--- config.mk ---
export PLATFORM = sky130hd
export DESIGN_NAME = mpc_ctrl
export DESIGN_NICKNAME = d
export VERILOG_FILES = /design/src/rtl/mpc_pkg.sv /design/src/rtl/mpc_ctrl.sv
export SDC_FILE = /design/constraint.sdc
export NUM_CORES = 1
export LEC_CHECK = 0
export ABC_AREA = 1
export BUFFER_PORTS_ARGS = -buffer_cell sky130_fd_sc_hd__buf_4
export CORE_MARGIN = 5
export CORE_UTILIZATION = 45
export DETAILED_ROUTE_END_ITERATION = 6
export PLACE_DENSITY = 0.75
export SETUP_SLACK_MARGIN = 0.15
export SYNTH_ARGS = -nofsm -noshare
export SYNTH_HDL_FRONTEND = slang
export SYNTH_SLANG_ARGS = --single-unit
export TNS_END_PERCENT = 100
--- constraint.sdc ---
create_clock -name clk -period 1.63 [get_ports clk]
set_clock_uncertainty 0.05 [all_clocks]
set_input_delay 0.163 -clock clk [delete_from_list [all_inputs] [get_ports clk]]
set_output_delay 0.163 -clock clk [all_outputs]
set_load 0.005 [all_outputs]
--- src/rtl/mpc_pkg.sv ---
`timescale 1ns / 1ps

package mpc_pkg;

    // Pixel coordinate and fixed-point format
    localparam int COORD_BITS = 12;
    localparam int FRAC_BITS  = 28;

    // Port and register widths
    localparam int PIX_W      = 12;
    localparam int CFG_IDX_W  = 3;
    localparam int CFG_DATA_W = 32;
    localparam int COORD_W    = 32;
    localparam int STEP_W     = 31;
    localparam int ITER_W     = 16;
    localparam int COLOR_W    = 24;
    localparam int CHAN_W     = 8;

    // Internal datapath widths
    localparam int PROD_W = COORD_BITS + STEP_W;     // pixel * step
    localparam int C_W    = PROD_W + 2;              // c_re / c_im
    localparam int Z_W    = C_W + 1;                 // z before the bound test
    localparam int M_W    = FRAC_BITS + 2;           // multiplier operand, |z| < 2
    localparam int P_W    = 2 * M_W;                 // full product
    localparam int SQ_W   = P_W - FRAC_BITS;         // x*x >> FRAC_BITS
    localparam int T_W    = P_W - FRAC_BITS + 1;     // x*y >> (FRAC_BITS-1)

    // slice = floor(2*max_iter / 5) by reciprocal multiply (exact below 2^18)
    localparam int             SLICE_SH   = 18;
    localparam logic [ITER_W-1:0] SLICE_MUL = 16'd52429;
    localparam int             SLICE_PW   = ITER_W + 1 + ITER_W + 1;

    // Blend divider: quotient never exceeds one channel
    localparam int QUO_W = CHAN_W;
    localparam int BIT_W = 3;
    localparam int REM_W = CHAN_W + ITER_W;

    // Reset values of the configuration registers
    localparam logic [COORD_W-1:0] X_MIN_RST    = 32'hE000_0000;
    localparam logic [COORD_W-1:0] Y_TOP_RST    = 32'd281857229;
    localparam logic [STEP_W-1:0]  STEP_RST     = 31'd786432;
    localparam logic [ITER_W-1:0]  MAX_ITER_RST = 16'd200;
    localparam logic [COLOR_W-1:0] OUTER_RST    = 24'h000000;
    localparam logic [COLOR_W-1:0] MIDDLE_RST   = 24'hFF0000;
    localparam logic [COLOR_W-1:0] INNER_RST    = 24'hFFFFFF;
    localparam logic [COLOR_W-1:0] SET_RST      = 24'h000000;

    // Configuration register indexes
    typedef enum logic [CFG_IDX_W-1:0] {
        REG_X_MIN,
        REG_Y_TOP,
        REG_STEP,
        REG_MAX_ITER,
        REG_OUTER,
        REG_MIDDLE,
        REG_INNER,
        REG_SET
    } cfg_reg_t;

    // Color channel being blended
    typedef enum logic [1:0] {
        CH_RED,
        CH_GREEN,
        CH_BLUE
    } chan_t;

    // Controller to datapath
    typedef struct packed {
        logic             capture;
        logic             map;
        logic             cinit;
        logic             iter_mul;
        logic             iter_upd;
        logic             pick;
        logic             ch_mul;
        logic             div_step;
        logic             ch_end;
        logic             out_load;
        chan_t            ch;
        logic [BIT_W-1:0] bit_idx;
    } cmd_t;

    // Datapath to controller
    typedef struct packed {
        logic limit_hit;
        logic bound_esc;
        logic sum_esc;
    } status_t;

endpackage

--- src/rtl/mpc_ctrl.sv ---
`timescale 1ns / 1ps

module mpc_ctrl
    import mpc_pkg::*;
(
    input  logic    clk,
    input  logic    rst_n,
    input  logic    start,
    input  status_t status,
    output cmd_t    cmd,
    output logic    busy,
    output logic    done
);

    typedef enum logic [3:0] {
        ST_IDLE,
        ST_MAP,
        ST_CINIT,
        ST_ITER_A,
        ST_ITER_B,
        ST_PICK,
        ST_CH_MUL,
        ST_CH_DIV,
        ST_CH_END,
        ST_FINISH
    } state_t;

    state_t           state_reg, state_next;
    chan_t            ch_reg, ch_next;
    logic [BIT_W-1:0] bit_reg, bit_next;
    logic             done_reg, done_next;

    // Next state and datapath commands
    always_comb
    begin
        state_next   = state_reg;
        ch_next      = ch_reg;
        bit_next     = bit_reg;
        done_next    = 1'b0;
        cmd          = '0;
        cmd.ch       = ch_reg;
        cmd.bit_idx  = bit_reg;
        unique case (state_reg)
            ST_IDLE:
            begin
                if (start)
                begin
                    cmd.capture = 1'b1;
                    state_next  = ST_MAP;
                end
            end
            ST_MAP:
            begin
                cmd.map    = 1'b1;
                state_next = ST_CINIT;
            end
            ST_CINIT:
            begin
                cmd.cinit  = 1'b1;
                state_next = ST_ITER_A;
            end
            ST_ITER_A:
            begin
                cmd.iter_mul = 1'b1;
                if (status.limit_hit || status.bound_esc)
                    state_next = ST_PICK;
                else
                    state_next = ST_ITER_B;
            end
            ST_ITER_B:
            begin
                if (status.sum_esc)
                    state_next = ST_PICK;
                else
                begin
                    cmd.iter_upd = 1'b1;
                    state_next   = ST_ITER_A;
                end
            end
            ST_PICK:
            begin
                cmd.pick = 1'b1;
                if (status.limit_hit)
                    state_next = ST_FINISH;
                else
                begin
                    ch_next    = CH_RED;
                    state_next = ST_CH_MUL;
                end
            end
            ST_CH_MUL:
            begin
                cmd.ch_mul = 1'b1;
                bit_next   = '1;
                state_next = ST_CH_DIV;
            end
            ST_CH_DIV:
            begin
                cmd.div_step = 1'b1;
                if (bit_reg == '0)
                    state_next = ST_CH_END;
                else
                    bit_next = bit_reg - 1'b1;
            end
            ST_CH_END:
            begin
                cmd.ch_end = 1'b1;
                if (ch_reg == CH_BLUE)
                    state_next = ST_FINISH;
                else
                begin
                    ch_next    = chan_t'(ch_reg + 2'd1);
                    state_next = ST_CH_MUL;
                end
            end
            ST_FINISH:
            begin
                cmd.out_load = 1'b1;
                done_next    = 1'b1;
                state_next   = ST_IDLE;
            end
            default:
            begin
                state_next = ST_IDLE;
            end
        endcase
    end

    // State and registered outputs
    always_ff @(posedge clk or negedge rst_n)
    begin
        if (!rst_n)
        begin
            state_reg <= ST_IDLE;
            ch_reg    <= CH_RED;
            bit_reg   <= '0;
            done_reg  <= 1'b0;
        end
        else
        begin
            state_reg <= state_next;
            ch_reg    <= ch_next;
            bit_reg   <= bit_next;
            done_reg  <= done_next;
        end
    end

    assign busy = (state_reg != ST_IDLE);
    assign done = done_reg;

endmodule

---- Word level (Yosys, flattened, before mapping) ----
Index checks and enable logic that the tools add are counted.
storage, ports and cells
  register bits ........................... 10
  input bits .............................. 6
  output and inout port bits .............. 17
  logic and storage cells ................. 54
operators by class
  add/sub/neg operators ................... 2
  equal/unequal tests ..................... 15
  multiplexer cells ....................... 24
  reductions and logical operators ........ 9
operators by type and width
  cell                                                                    number
  4-bit one-hot mux with 9 select lines                                   1
  4-bit by 3-bit equality test with 1-bit output (second input constant)  4
  4-bit 2-to-1 mux                                                        4
  1-bit 2-to-1 mux                                                        13
  2-bit inequality test (second input constant)                           5
  4-bit by 2-bit equality test with 1-bit output (second input constant)  2
  4-bit equality test (second input constant)                             2
  3-bit 2-to-1 mux                                                        2
  3-bit one-hot mux with 2 select lines                                   1
  4-bit by 1-bit equality test with 1-bit output (second input constant)  1
  4-bit zero test                                                         1
  2-bit 2-to-1 mux                                                        2
  2-bit one-hot mux with 2 select lines                                   1
  2-bit AND reduction                                                     2
  2-bit nonzero test                                                      2
  4-bit nonzero test                                                      1
  3-bit zero test                                                         1
  3-bit AND reduction                                                     1
  3-bit by 1-bit subtractor with 3-bit output (second input constant)     1
  2-bit by 1-bit adder with 2-bit output (second input constant)          1
  2-bit equality test (second input constant)                             1
  1-bit logical OR                                                        1

---- Longest topological paths before layout ----
  depth after elaboration ................. 3
  depth in mapped cells ................... 8
  mapped depth without buffers ............ 8

---- Worst setup path before layout ----
OpenSTA, ideal clock, no wires.
  path kind ............................... flip-flop to flip-flop
  start point ............................. reg bit_reg[0]
  end point ............................... reg state_reg[3]
  setup time .............................. 0.117 ns
  arrival time ............................ 1.018 ns
  required time ........................... 1.463 ns
  path slack .............................. 0.445 ns
  cell stages (with the launch flop) ...... 9
  path buffers ............................ 0
  clock period less this slack ............ 1.185 ns
  path through ............................ dfrtp_1 -> inv_1 -> ha_1 -> nand2_1 -> nand2_4 -> nand2_2 -> inv_1 -> o21ai_1 -> inv_1
between the ends
  cells in the longest elaborated chain, start to end .. 3
RTL lines
  item                             RTL line         text
  start, declared                  mpc_ctrl.sv:30   logic [BIT_W-1:0] bit_reg, bit_next;
  start signal, assigned           mpc_ctrl.sv:143  bit_reg <= bit_next;
  3-bit zero test                  mpc_ctrl.sv:100  if (bit_reg == '0)
  2-bit inequality test (no line)  -
  2-bit AND reduction (no line)    -
  end signal, assigned             mpc_ctrl.sv:141  state_reg <= state_next;
  end, declared                    mpc_ctrl.sv:28   state_t state_reg, state_next;
No other way between the ends.
A chain may end at the register's enable or synchronous reset.

==> summary.txt <==
Run status
  • Status: completed

Pwr
  • Leak Pwr: 0.566 nW
  • Worst VDD drop: 1.00 mV
  • Pwr per Cell Area: 1800 nW/um2

Worst setup path
  • Worst EP required: 1.42 ns
  • Worst R2R Path Depth: 8
  • Critical Path Sink Type: output port
  • Reg2Reg Setup Slack: 0.32 ns
  • CP Max Fanout: 6
  • CP arrival: 1.24 ns
  • WS Path Type: flop to output port
  • Crit start category: flop

STA
  • Endpoints failing hold: 0
  • FMAX: 0.686 GHz
  • Worst-margin pin slew: 0.234 ns
  • Fin crit period: 1.46 ns
  • RSZ-0062 raised after global routing: yes
  • Final setup fails: 0
  • Slew Viols, Final: 0
  • Setup TNS: 0 ns
  • Relative slew margins: 84.3%
  • Final period utilization: 89.4%

Finish
  • Filler Cell Count: 132
  • Final core occ: 65.6%
  • Share of cells above drive strength 1: 43.4%
  • Max reg flops: 4
  • Nets: 132
  • # diodes: 0
  • Area delta synth->final: 42.2%

Yosys
  • Mapped cell area: 671 um2
  • Post-synthesis cell count: 94
  • Post-synth top area share: 37.3%
  • Post-synthesis average cell area: 7.13 um2
  • Synth area leaders: dfrtp_1 (37%), inv_1 (12%), nand2_1 (10%)
  • Yosys cell types: 18
  • Share of flip-flops with an asynchronous set or reset: 100%
  • Synth Register Bits: 10
  • Synth warnings: 0
  • Syn_nets: 103
  • Post-synth top flop: dfrtp_1
  • Dominant cell type by area after synthesis: dfrtp_1
  • Part of the Yosys area used for sequential elements: 37.3%
  • Post-synth EDFFs: 0

Route
  • Total number of vias: 665
  • Final antenna-violating net count: 0
  • Avg WL per Cell: 11.3 um
  • WL met2: 792 um
  • # DRC: 0
  • Pre-antenna DRT Iters: 4
  • Met1 wire length: 623 um
  • Max Used Layer: met4
  • Drt initial violations: 9
  • Total Wirelength: 1.56 mm
  • Via/cell ratio: 4.82
  • Met3 wire length: 109 um

Clock network
  • CTS Buffer Depth: 2
  • H-Tree Depth: 1
  • Clock Sinks: 10
  • Clock transition at the registers of the reported paths: 0.07 ns
  • Root Buffer: clkbuf_4
  • Cts bufs inserted: 3
  • CTS tree: built
  • Worst skew pair latency: 0.26 ns

Global routing
  • Initial antenna violation count: 0
  • Grt ovf: 0
  • First-pass GRT wire length: 2.81 mm
  • Vias in the first global route: 656
  • GRT Total Usage: 14.5%
  • Pin count of the biggest net entering global routing: 11

Place
  • IO buf count: 22
  • DP HPWL: 1.23 mm
  • RePlAce Congestion: 0.830

Die
  • Width of the die: 48.6 um
  • FP Rows: 14
  • Die area: 2360 um2
  • Core Region: 1450 um2
  • Top-Level Pins: 23
  • Die Ht: 48.6 um
  • Initial Util: 46.1%

Hold path
  • Hold WC Path Type: input port to asynchronous set/reset pin

Run
  • Number of max-cap violations: 0
routing by layer:
metal | track usage [%] | vias to the layer above
met5 | 0 | -
met4 | 5.38 | 0
met3 | 4.60 | 6
met2 | 25.0 | 22
met1 | 16.3 | 297
li1 | - | 340
repair_timing:
item / in CTS / in global routing
resized for setup: 1 / 13
buffers inserted: 0 / 2
endpoints found under the hold margin: 10 / 0
pin swaps: 0 / 1
hold buffers: 1 / 0
endpoints found under the setup margin: 5 / 11
cells in the mapped netlist (2+ instances only):
library cell,count
o21ai_1,5
dfrtp_1,10
nor2_2,2
inv_1,22
nand2_2,4
nor2_1,9
ha_1,3
a21oi_2,2
nand3_1,11
nand2_1,18
cell usage in the layout (no fill, tap or decap):
master         count
ha_1               3
dfrtp_1            7
dlygate4sd3_1      1
dfrtp_2            3
nand2_4            1
clkbuf_8           1
clkinv_2           1
nand3_1           10
nand3_2            2
nor4_4             1
o21ai_2            1
inv_1             20
clkbuf_4           3
buf_4             24
inv_2              3
a21oi_2            2
nand2_1           17
nor2_2             3
nor2_4             3
nor2_1             6
o21ai_1            5
nand2_2            5
critical path, stage by stage, from the launching register on:
cell and delay [ns]:
dfrtp_2 0.45, nor2_2 0.24, nand2_1 0.10, nor2_1 0.09, buf_4 0.11
area by class of cell:
type	count	area [um2]	area share, %
Tap cell	16	20.0	2.10
Inverter	24	91.3	9.58
Timing Repair Buffer	25	190	19.9
Clock buffer	4	36.3	3.81
Sequential cell	10	254	26.6
Multi-Input combinational cell	59	362	37.9
through the flow:
stage,area (um2),power (mW),hold WS [ns],instances,setup slack (ns)
finish,953,1.72,0.207,138,0.173
global route,953,1.92,0.227,138,0.0659
CTS,901,1.62,0.203,136,0.109
detailed placement,848,1.38,-0.0504,131,0.324
global placement,848,1.36,-0.0543,131,0.357
floorplan,671,1.03,-0.183,94,0.445
report_power, final:
part | total (mW) | internal (mW) | switching [mW]
Clock | 0.217 | 0.135 | 0.0814
Combinational | 0.997 | 0.446 | 0.551
Sequential | 0.506 | 0.361 | 0.145
worst paths after layout:
check                                         startpoint                  endpoint
min in group clk                               status[0]  state_reg[2]$_DFFE_PN0P_
max in group asynchronous                          rst_n  state_reg[2]$_DFFE_PN0P_
worst min register to register     ch_reg[0]$_DFFE_PN0P_     ch_reg[0]$_DFFE_PN0P_
worst max register to register  state_reg[3]$_DFFE_PN0P_  state_reg[3]$_DFFE_PN0P_
worst min-delay path                               rst_n  state_reg[3]$_DFFE_PN0P_
worst max-delay path            state_reg[3]$_DFFE_PN0P_                   cmd[14]
cell families (layout without fill, tap and decap cells):
logic type	count (synthesis)	after routing	share of synthesized area, %
adders and majority gates	3	3	5.60
AOI/OAI and AO/OA	8	8	7.65
DFF	10	10	37.3
and+or+nand+nor	48	48	34.7
buffers and inverters	25	53	14.7
Note: power is estimated with default switching activity, not from simulation.
